===== config.mk =====
export PLATFORM = sky130hd
export DESIGN_NAME = sttf_ctrl_flat
export DESIGN_NICKNAME = d
export VERILOG_FILES = /design/src/design/sttf_pkg.sv /design/src/design/sttf_req_if.sv /design/src/design/sttf_rsp_if.sv /design/src/design/sttf_ctrl.sv /design/src/flat_wrapper.sv
export SDC_FILE = /design/constraint.sdc
export NUM_CORES = 1
export LEC_CHECK = 0
export ABC_AREA = 1
export BUFFER_PORTS_ARGS = -buffer_cell sky130_fd_sc_hd__buf_2
export CAP_MARGIN = 20
export CELL_PAD_IN_SITES_DETAIL_PLACEMENT = 1
export CELL_PAD_IN_SITES_GLOBAL_PLACEMENT = 1
export CORE_UTILIZATION = 43
export CTS_CLUSTER_DIAMETER = 200
export DETAILED_ROUTE_END_ITERATION = 16
export GPL_TIMING_DRIVEN = 0
export PLACE_DENSITY = 0.91
export SLEW_MARGIN = 5
export SYNTH_ARGS = -nofsm -noshare
export SYNTH_HDL_FRONTEND = slang
export SYNTH_SLANG_ARGS = --single-unit

===== constraint.sdc =====
create_clock -name clock -period 6.86 [get_ports clock]
set_clock_uncertainty 0.1 [all_clocks]
set_input_delay 0.686 -clock clock [delete_from_list [all_inputs] [get_ports clock]]
set_output_delay 0.686 -clock clock [all_outputs]
set_load 0.01 [all_outputs]

===== src/design/sttf_pkg.sv =====
`default_nettype none

package sttf_pkg;

   localparam int KEY_W    = 31;
   localparam int IDENT_W  = 32;
   localparam int GEN_W    = 64;
   localparam int STATUS_W = 2;
   localparam int SLOT_W   = 6;
   localparam int USED_W   = 7;

   typedef enum logic {
      ACT_INSERT = 1'b0,
      ACT_REMOVE = 1'b1
   } action_type;

   typedef enum logic [STATUS_W-1:0] {
      ST_REUSED   = 2'd0,
      ST_APPENDED = 2'd1,
      ST_REMOVED  = 2'd2,
      ST_ERROR    = 2'd3
   } status_type;

   typedef struct packed {
      logic               valid;
      logic [KEY_W-1:0]   key;
      logic [IDENT_W-1:0] ident;
      logic [GEN_W-1:0]   gen;
   } entry_type;

endpackage

`default_nettype wire


===== src/design/sttf_req_if.sv =====
`default_nettype none

interface sttf_req_if;
   import sttf_pkg::*;

   logic               valid;
   logic               ready;
   logic               action;
   logic [KEY_W-1:0]   key_pid;
   logic [IDENT_W-1:0] entry_id;
   logic [GEN_W-1:0]   entry_genome;

   modport source (output valid, output action, output key_pid, output entry_id,
                   output entry_genome, input ready);
   modport sink   (input valid, input action, input key_pid, input entry_id,
                   input entry_genome, output ready);
endinterface

`default_nettype wire


===== src/design/sttf_rsp_if.sv =====
`default_nettype none

interface sttf_rsp_if;
   import sttf_pkg::*;

   logic                valid;
   logic                ready;
   logic [STATUS_W-1:0] status;
   logic [SLOT_W-1:0]   slot_index;
   logic [USED_W-1:0]   used_slots;

   modport source (output valid, output status, output slot_index, output used_slots,
                   input ready);
   modport sink   (input valid, input status, input slot_index, input used_slots,
                   output ready);
endinterface

`default_nettype wire


===== src/design/sttf_ctrl.sv =====
`default_nettype none

module sttf_ctrl #(
   parameter int TABLE_DEPTH = 64
) (
   input  wire                           clock,
   input  wire                           reset,
   sttf_req_if.sink                      req_chan,
   sttf_rsp_if.source                    rsp_chan,
   output logic                          mem_wr_en,
   output logic [$clog2(TABLE_DEPTH)-1:0] mem_wr_addr,
   output sttf_pkg::entry_type           mem_wr_data,
   output logic                          mem_rd_en,
   output logic [$clog2(TABLE_DEPTH)-1:0] mem_rd_addr,
   input  wire sttf_pkg::entry_type      mem_rd_data
);
   import sttf_pkg::*;

   localparam int IDX_W = $clog2(TABLE_DEPTH);
   localparam int CNT_W = $clog2(TABLE_DEPTH + 1);
   localparam logic [CNT_W-1:0] DEPTH_CNT = CNT_W'(TABLE_DEPTH);

   typedef enum logic [2:0] {
      S_IDLE  = 3'b001,
      S_SCAN  = 3'b010,
      S_WRITE = 3'b100
   } state_type;

   state_type          state_ff, state_in;
   logic [CNT_W-1:0]   used_ff, used_in;
   logic [CNT_W-1:0]   issue_ff, issue_in;
   logic               chk_vld_ff, chk_vld_in;
   logic [IDX_W-1:0]   chk_idx_ff, chk_idx_in;
   logic               hit_ff, hit_in;
   logic [IDX_W-1:0]   slot_ff, slot_in;
   entry_type          word_ff, word_in;
   action_type         act_ff, act_in;
   logic [KEY_W-1:0]   key_ff, key_in;
   logic [IDENT_W-1:0] ident_ff, ident_in;
   logic [GEN_W-1:0]   gen_ff, gen_in;
   logic               rsp_valid_ff, rsp_valid_in;
   status_type         rsp_status_ff, rsp_status_in;
   logic [SLOT_W-1:0]  rsp_slot_ff, rsp_slot_in;
   logic [USED_W-1:0]  rsp_used_ff, rsp_used_in;

   logic               req_take;
   logic               match;
   logic               out_free;

   assign req_take = req_chan.valid && (state_ff == S_IDLE);
   assign out_free = !rsp_valid_ff || rsp_chan.ready;
   assign match    = chk_vld_ff && ((act_ff == ACT_INSERT) ? !mem_rd_data.valid
                                                           : (mem_rd_data.key == key_ff));

   always_comb begin
      state_in      = state_ff;
      used_in       = used_ff;
      issue_in      = issue_ff;
      chk_vld_in    = 1'b0;
      chk_idx_in    = chk_idx_ff;
      hit_in        = hit_ff;
      slot_in       = slot_ff;
      word_in       = word_ff;
      act_in        = act_ff;
      key_in        = key_ff;
      ident_in      = ident_ff;
      gen_in        = gen_ff;
      rsp_valid_in  = rsp_valid_ff && !rsp_chan.ready;
      rsp_status_in = rsp_status_ff;
      rsp_slot_in   = rsp_slot_ff;
      rsp_used_in   = rsp_used_ff;
      mem_wr_en     = 1'b0;
      mem_wr_addr   = slot_ff;
      mem_wr_data   = word_ff;
      mem_rd_en     = 1'b0;
      mem_rd_addr   = issue_ff[IDX_W-1:0];

      unique case (state_ff)
         S_IDLE: begin
            if (req_take) begin
               act_in   = action_type'(req_chan.action);
               key_in   = req_chan.key_pid;
               ident_in = req_chan.entry_id;
               gen_in   = req_chan.entry_genome;
               issue_in = '0;
               hit_in   = 1'b0;
               state_in = S_SCAN;
            end
         end
         S_SCAN: begin
            mem_rd_en  = (issue_ff < used_ff) && !match;
            chk_vld_in = mem_rd_en;
            chk_idx_in = issue_ff[IDX_W-1:0];
            if (mem_rd_en) begin
               issue_in = issue_ff + CNT_W'(1);
            end
            if (match) begin
               hit_in   = 1'b1;
               slot_in  = chk_idx_ff;
               word_in  = mem_rd_data;
               state_in = S_WRITE;
            end else if (issue_ff >= used_ff) begin
               state_in = S_WRITE;
            end
         end
         S_WRITE: begin
            if (out_free) begin
               rsp_valid_in  = 1'b1;
               rsp_status_in = ST_ERROR;
               rsp_slot_in   = '0;
               if (act_ff == ACT_INSERT) begin
                  mem_wr_data.valid = 1'b1;
                  mem_wr_data.key   = key_ff;
                  mem_wr_data.ident = ident_ff;
                  mem_wr_data.gen   = gen_ff;
                  if (hit_ff) begin
                     mem_wr_en     = 1'b1;
                     rsp_status_in = ST_REUSED;
                     rsp_slot_in   = SLOT_W'(slot_ff);
                  end else if (used_ff < DEPTH_CNT) begin
                     mem_wr_en     = 1'b1;
                     mem_wr_addr   = used_ff[IDX_W-1:0];
                     used_in       = used_ff + CNT_W'(1);
                     rsp_status_in = ST_APPENDED;
                     rsp_slot_in   = SLOT_W'(used_ff[IDX_W-1:0]);
                  end
               end else if (hit_ff) begin
                  mem_wr_en         = 1'b1;
                  mem_wr_data.valid = 1'b0;
                  rsp_status_in     = ST_REMOVED;
                  rsp_slot_in       = SLOT_W'(slot_ff);
               end
               rsp_used_in = USED_W'(used_in);
               state_in    = S_IDLE;
            end
         end
         default: begin
            state_in = S_IDLE;
         end
      endcase
   end

   always_ff @(posedge clock) begin
      if (reset) begin
         state_ff     <= S_IDLE;
         used_ff      <= '0;
         issue_ff     <= '0;
         chk_vld_ff   <= 1'b0;
         hit_ff       <= 1'b0;
         rsp_valid_ff <= 1'b0;
      end else begin
         state_ff     <= state_in;
         used_ff      <= used_in;
         issue_ff     <= issue_in;
         chk_vld_ff   <= chk_vld_in;
         hit_ff       <= hit_in;
         rsp_valid_ff <= rsp_valid_in;
      end
   end

   always_ff @(posedge clock) begin
      chk_idx_ff    <= chk_idx_in;
      slot_ff       <= slot_in;
      word_ff       <= word_in;
      act_ff        <= act_in;
      key_ff        <= key_in;
      ident_ff      <= ident_in;
      gen_ff        <= gen_in;
      rsp_status_ff <= rsp_status_in;
      rsp_slot_ff   <= rsp_slot_in;
      rsp_used_ff   <= rsp_used_in;
   end

   assign req_chan.ready      = (state_ff == S_IDLE);
   assign rsp_chan.valid      = rsp_valid_ff;
   assign rsp_chan.status     = rsp_status_ff;
   assign rsp_chan.slot_index = rsp_slot_ff;
   assign rsp_chan.used_slots = rsp_used_ff;

endmodule

`default_nettype wire


===== src/flat_wrapper.sv =====
// flat-port wrapper written by rule: the top's interface ports become plain ports
module sttf_ctrl_flat import sttf_pkg::*;
#(
   parameter int TABLE_DEPTH = 64
)
  (clock, reset, mem_wr_en, mem_wr_addr, mem_wr_data, mem_rd_en, mem_rd_addr, mem_rd_data, req_chan_valid, req_chan_action, req_chan_key_pid, req_chan_entry_id, req_chan_entry_genome, req_chan_ready, rsp_chan_valid, rsp_chan_status, rsp_chan_slot_index, rsp_chan_used_slots, rsp_chan_ready);
  sttf_req_if req_chan_i ();
  sttf_rsp_if rsp_chan_i ();
  input  wire clock;
  input  wire reset;
  output logic mem_wr_en;
  output logic [$clog2(TABLE_DEPTH)-1:0] mem_wr_addr;
  output sttf_pkg::entry_type mem_wr_data;
  output logic mem_rd_en;
  output logic [$clog2(TABLE_DEPTH)-1:0] mem_rd_addr;
  input  wire sttf_pkg::entry_type mem_rd_data;
  input wire logic [$bits(req_chan_i.valid)-1:0] req_chan_valid;
  input wire logic [$bits(req_chan_i.action)-1:0] req_chan_action;
  input wire logic [$bits(req_chan_i.key_pid)-1:0] req_chan_key_pid;
  input wire logic [$bits(req_chan_i.entry_id)-1:0] req_chan_entry_id;
  input wire logic [$bits(req_chan_i.entry_genome)-1:0] req_chan_entry_genome;
  output wire logic [$bits(req_chan_i.ready)-1:0] req_chan_ready;
  output wire logic [$bits(rsp_chan_i.valid)-1:0] rsp_chan_valid;
  output wire logic [$bits(rsp_chan_i.status)-1:0] rsp_chan_status;
  output wire logic [$bits(rsp_chan_i.slot_index)-1:0] rsp_chan_slot_index;
  output wire logic [$bits(rsp_chan_i.used_slots)-1:0] rsp_chan_used_slots;
  input wire logic [$bits(rsp_chan_i.ready)-1:0] rsp_chan_ready;
  assign req_chan_i.valid = req_chan_valid;
  assign req_chan_i.action = req_chan_action;
  assign req_chan_i.key_pid = req_chan_key_pid;
  assign req_chan_i.entry_id = req_chan_entry_id;
  assign req_chan_i.entry_genome = req_chan_entry_genome;
  assign req_chan_ready = req_chan_i.ready;
  assign rsp_chan_valid = rsp_chan_i.valid;
  assign rsp_chan_status = rsp_chan_i.status;
  assign rsp_chan_slot_index = rsp_chan_i.slot_index;
  assign rsp_chan_used_slots = rsp_chan_i.used_slots;
  assign rsp_chan_i.ready = rsp_chan_ready;
  sttf_ctrl #(.TABLE_DEPTH(TABLE_DEPTH)) u_core (.clock(clock), .reset(reset), .req_chan(req_chan_i), .rsp_chan(rsp_chan_i), .mem_wr_en(mem_wr_en), .mem_wr_addr(mem_wr_addr), .mem_wr_data(mem_wr_data), .mem_rd_en(mem_rd_en), .mem_rd_addr(mem_rd_addr), .mem_rd_data(mem_rd_data));
endmodule

### Yosys cells after proc, flatten, opt, wreduce, memory -nomap -nowiden

Index checks and enable logic that the tools add are counted.

| storage, ports and cells | value |
|---|---|
| register bits | 303 |
| latch bits | 0 |
| RAM bits | 0 |
| bits in read-only memories | 0 |
| input bits | 260 |
| output and inout port bits | 159 |
| word-level logic and storage cells | 91 |
| memories kept | 0 |

| operators by class | value |
|---|---|
| add/sub/neg operators | 2 |
| multiply operators | 0 |
| div/mod/pow operators | 0 |
| magnitude comparators | 3 |
| equality and inequality tests | 9 |
| shift operators | 0 |
| mux-type cells | 42 |
| bitwise gates (word level) | 0 |
| reductions and logical operators | 16 |

Operators by type and width:

| cell | count |
|---|---|
| 128-bit two-way mux | 2 |
| 127-bit two-way mux | 1 |
| 6-bit two-way mux | 9 |
| 7-bit two-way mux | 5 |
| 31-bit equality test | 1 |
| 1-bit two-way mux | 15 |
| 7-bit by 1-bit adder with 7-bit output (second input constant) | 2 |
| 7-bit case mux with 2 select lines | 1 |
| 3-bit two-way mux | 4 |
| 3-bit case mux with 3 select lines | 1 |
| 3-bit AND reduction | 3 |
| 2-bit by 1-bit inequality test with 1-bit output (second input constant) | 4 |
| 7-bit greater-or-equal comparator | 1 |
| 7-bit < comparator | 1 |
| 7-bit < comparator (second input constant) | 1 |
| 2-bit two-way mux | 3 |
| 2-bit AND reduction | 3 |
| 1-bit logical AND | 4 |
| 1-bit logical NOT | 4 |
| 3-bit by 1-bit equality test with 1-bit output (second input constant) | 1 |
| 3-bit by 2-bit equality test with 1-bit output (second input constant) | 1 |
| 3-bit equality test (second input constant) | 1 |
| 3-bit by 1-bit inequality test with 1-bit output (second input constant) | 1 |
| 1-bit case mux with 2 select lines | 1 |
| other kinds (2) | 2 |

### Logic depth before layout (Yosys ltp)

| logic depth | value |
|---|---|
| depth in word-level cells | 7 |
| gate-level depth with buffers | 16 |

### Worst setup path after synthesis

No wires, ideal clock.

| timing | value |
|---|---|
| path kind | input port to flip-flop |
| start | in mem_rd_data[111] (netlist name) |
| end | reg u_core.slot_ff[0], enable pin |
| library setup time | 0.486 ns |
| arrival | 3.903 ns |
| required time | 6.274 ns |
| path slack | 2.371 ns |
| stages | 9 |
| cells stage by stage | xnor2_1 -> nand2_1 -> nor2_1 -> nand2_1 -> nor2_1 -> nand2_1 -> nand2_1 -> nand3_1 -> inv_1 |

| on the way | value |
|---|---|
| longest elaborated chain between the ends | 4 |

Ends and longest elaborated chain:

| what | line | text |
|---|---|---|
| start, declared | flat_wrapper.sv:16 | `input wire sttf_pkg::entry_type mem_rd_data;` |
| 31-bit equality test | sttf_ctrl.sv:53 | `: (mem_rd_data.key == key_ff));` |
| 1-bit two-way mux | sttf_ctrl.sv:52 | `assign match = chk_vld_ff && ((act_ff == ACT_INSERT) ? !mem_rd_data.valid` |
| 1-bit logical AND | sttf_ctrl.sv:52 |  |
| 2-bit AND reduction (no source line) | -- |  |
| end signal, assigned | sttf_ctrl.sv:163 | `slot_ff <= slot_in;` |
| end, declared | sttf_ctrl.sv:35 | `logic [IDX_W-1:0] slot_ff, slot_in;` |

Every way passes these cells.
A chain may end at the register's enable or synchronous reset.

==> impl_metrics.toml <==
[timing]
final.setup.tns_ns = 0
hold_viol_final = 0
fin_crit_ns = 3.81
period_share_pct = 55.5
fmax_mhz = 263
final_max_slew_viol_count = 0
slew_headroom_pct = 26.2
worst_pin_slew_ns = 1.10
rsz0062_at_grt = "no"
setup_viol = 0

[setup_path]
critPathCaptureType = "output port"
cp.buffers_inverters = 5
cp_max_fo = 17
worstSetupPathType = "flop to output port"
cpMaxStageDelayCell = "nor2_4"
crit_path_start_kind = "flop"
cp.required_ns = 6.07
arrival_ns = 3.02
critPathTopFamily = "simple AND/OR/NAND/NOR gates"
max_stage_delay_ns = 0.41
cp_cell_sequence = "inv_2, nor3_2, inv_1, nor2_4, nand2_2, buf_6, clkbuf_1, o21ai_0, buf_2"

[drt]
routed_wl_mm = 40.4
avgRoutedWirePerCell_um = 25.0
vias = 8238
viasPerCell = 5.09
drcViolationCount = 0
first_pass_iters = 4
drt_iter0_drc = 616
drtAntennaViolNets = 0

[global_route]
antenna_found_initial = 16
grtUsageTotal_pct = 26.7
grt_pass1_vias = 8810
grt_pass1_wl_mm = 55.4
grt_max_degree = 75
grt_overflow = 0

[yosys]
synth_edf_count = 283
ys_async_sr_fraction_pct = 0
synth_ff_type = "edfxtp_1"
synthDistinctLibCells = 33
syn_nets = 1018
synth_warnings = 0
ys_ff_latch = 303
netlist_area_um2 = 12000
synthTopCellsByArea = "edfxtp_1 (71%), mux2_2 (9.0%), dfxtp_1 (3.3%)"
synth_top_cell_by_area = "edfxtp_1"
synth_area_per_cell_um2 = 16.1
yosysTopAreaCellShare_pct = 70.8
synth_cells = 748
ys_seq_area_share_pct = 74.1

[cts]
post_cts_buffers = 0
cts_tree = "done"
clkSinkCount = 303
path_clk_slew_ns = 0.07
cts_resized = 0
cts.path.max_buffers = 3
htree_levels = 2
numCtsBuffers = 35
insertion_delay_ns = 0.49
root_buffer = "clkbuf_16"
postCtsHoldBufs = 0

[placement]
gp_congestion = 0.836
port_buffers = 418
hpwlAfterDp_mm = 28.1
dp_cells = 1540

[floorplanning]
die_x_um = 169
io_pins = 419
coreArea_um2 = 27200
die_h_um = 169
dieArea_um2 = 28600
initial_core_util_pct = 44.2
rows = 60

[status]
status = "completed"

[power_and_ir_drop]
p_clk_share_pct = 40.5
power_switching_w = 0.00106
p_comb_share_pct = 9.8
switching_share_pct = 23.5
p_total_w = 0.00450
seq_power_share_pct = 49.7
p_per_area_nw_per_um2 = 285
internal_power_w = 0.00344
peakVddDrop_uv = 150
p_leak_nw = 6.46

[final_layout]
final_cell_mix = "buf_2 (428), edfxtp_1 (283), mux2_2 (96)"
stdcell_count = 1618
syn2layout_area_growth_pct = 31.4
final_common_cell = "buf_2"
final_nets = 1475
drive_gt1_share_pct = 50.1

[run]
maxCapViolations = 0

[min_path]
hold_class = "input port to flop"
-- final cells by class --
class / instances / area [um2]
Sequential cell: 303 / 8900
Clock buffer: 44 / 952
Clock inverter: 18 / 156
Multi-Input combinational cell: 370 / 2760
Antenna cell: 16 / 40.0
Timing Repair Buffer: 420 / 2150
Inverter: 49 / 194
Buffer: 26 / 170
Tap cell: 372 / 465
Fill cell: 2817 / 11400
-- path summary, 6_finish.rpt --
path / startpoint / endpoint / slack (ns) / depth (start not counted)
worst max register to register: u_core.state_ff[1] / u_core.word_ff[106] / 3.72 / 5
worst min register to register: u_core.chk_idx_ff[5] / u_core.slot_ff[5] / 0.32 / 0
worst max-delay path: u_core.state_ff[2] / mem_wr_data[119] / 3.05 / 9
worst min-delay path: req_chan_entry_id[7] / u_core.ident_ff[7] / 0.26 / 1
-- per-layer routing --
metal	wire length (um)	vias to the layer above	part of all wire [%]	global-route usage, %
li1	-	3656	-	-
met2	21900	356	54	49.0
met3	2420	112	6.0	6.11
met4	1890	4	4.7	13.9
met5	31	-	0.077	0
met1	14200	4110	35	28.6
-- cell usage after synthesis (2+ instances only) --
cell / number
xnor2_1: 23
nor2_1: 30
mux2_2: 96
nand2_1: 93
buf_4: 8
clkbuf_1: 4
edfxtp_1: 283
dfxtp_1: 20
o21ai_0: 29
buf_6: 4
inv_1: 45
o31ai_1: 2
ha_1: 10
a21oi_1: 23
o22ai_1: 2
nor3_2: 3
xor2_1: 5
buf_2: 10
nor2_4: 3
mux2_1: 4
nor3_1: 3
mux2_4: 20
inv_2: 3
nand3_1: 16
-- per-stage QoR --
stage | utilization [%] | hold slack [ns] | area (um2) | setup slack [ns]
4_1_cts | 57.9 | 0.240 | 15700 | 2.94
2_1_floorplan | - | 0.300 | 12000 | 2.37
3_3_place_gp | 53.6 | 0.301 | 14600 | 0.447
5_1_grt | 58.1 | 0.239 | 15800 | 2.81
3_5_place_dp | 53.8 | 0.306 | 14600 | 3.30
6_report | 58.1 | 0.257 | 15800 | 3.05
-- state kept, by name (all words and copies together) (netlist names) --
signal,count
u_core.issue_ff,7
u_core.rsp_chan.slot_index,6
u_core.chk_vld_ff,1
u_core.word_ff,128
u_core.hit_ff,1
u_core.state_ff,3
u_core.key_ff,31
u_core.rsp_chan.used_slots,7
u_core.gen_ff,64
u_core.ident_ff,32
u_core.slot_ff,6
u_core.used_ff,7
u_core.rsp_chan.valid,1
u_core.rsp_chan.status,2
u_core.chk_idx_ff,6
u_core.act_ff,1
-- power by group through the flow --
stage	registers, W	logic, W	clock network, W
after floorplan	0.00226	0.000243	0
after global placement	0.00228	0.000398	0
after detailed placement	0.00227	0.000436	0
after CTS	0.00224	0.000442	0.00185
after global routing	0.00225	0.000481	0.00192
final	0.00224	0.000443	0.00182
-- cells by family (layout without fill, tap and decap cells) --
kind of cell,after synthesis,after routing,share of synthesized area [%]
flip-flops,303,303,74.1
AND/OR/NAND/NOR,152,152,5.38
multiplexers,120,120,11.9
buffers and inverters,75,557,2.95
AO/OA/AOI/OAI,60,60,2.64
XOR/XNOR,28,28,2.04
adder cells (fa/ha/maj),10,10,1.04
other,0,16,0
No activity file was read; power rests on OpenSTA's default activity.
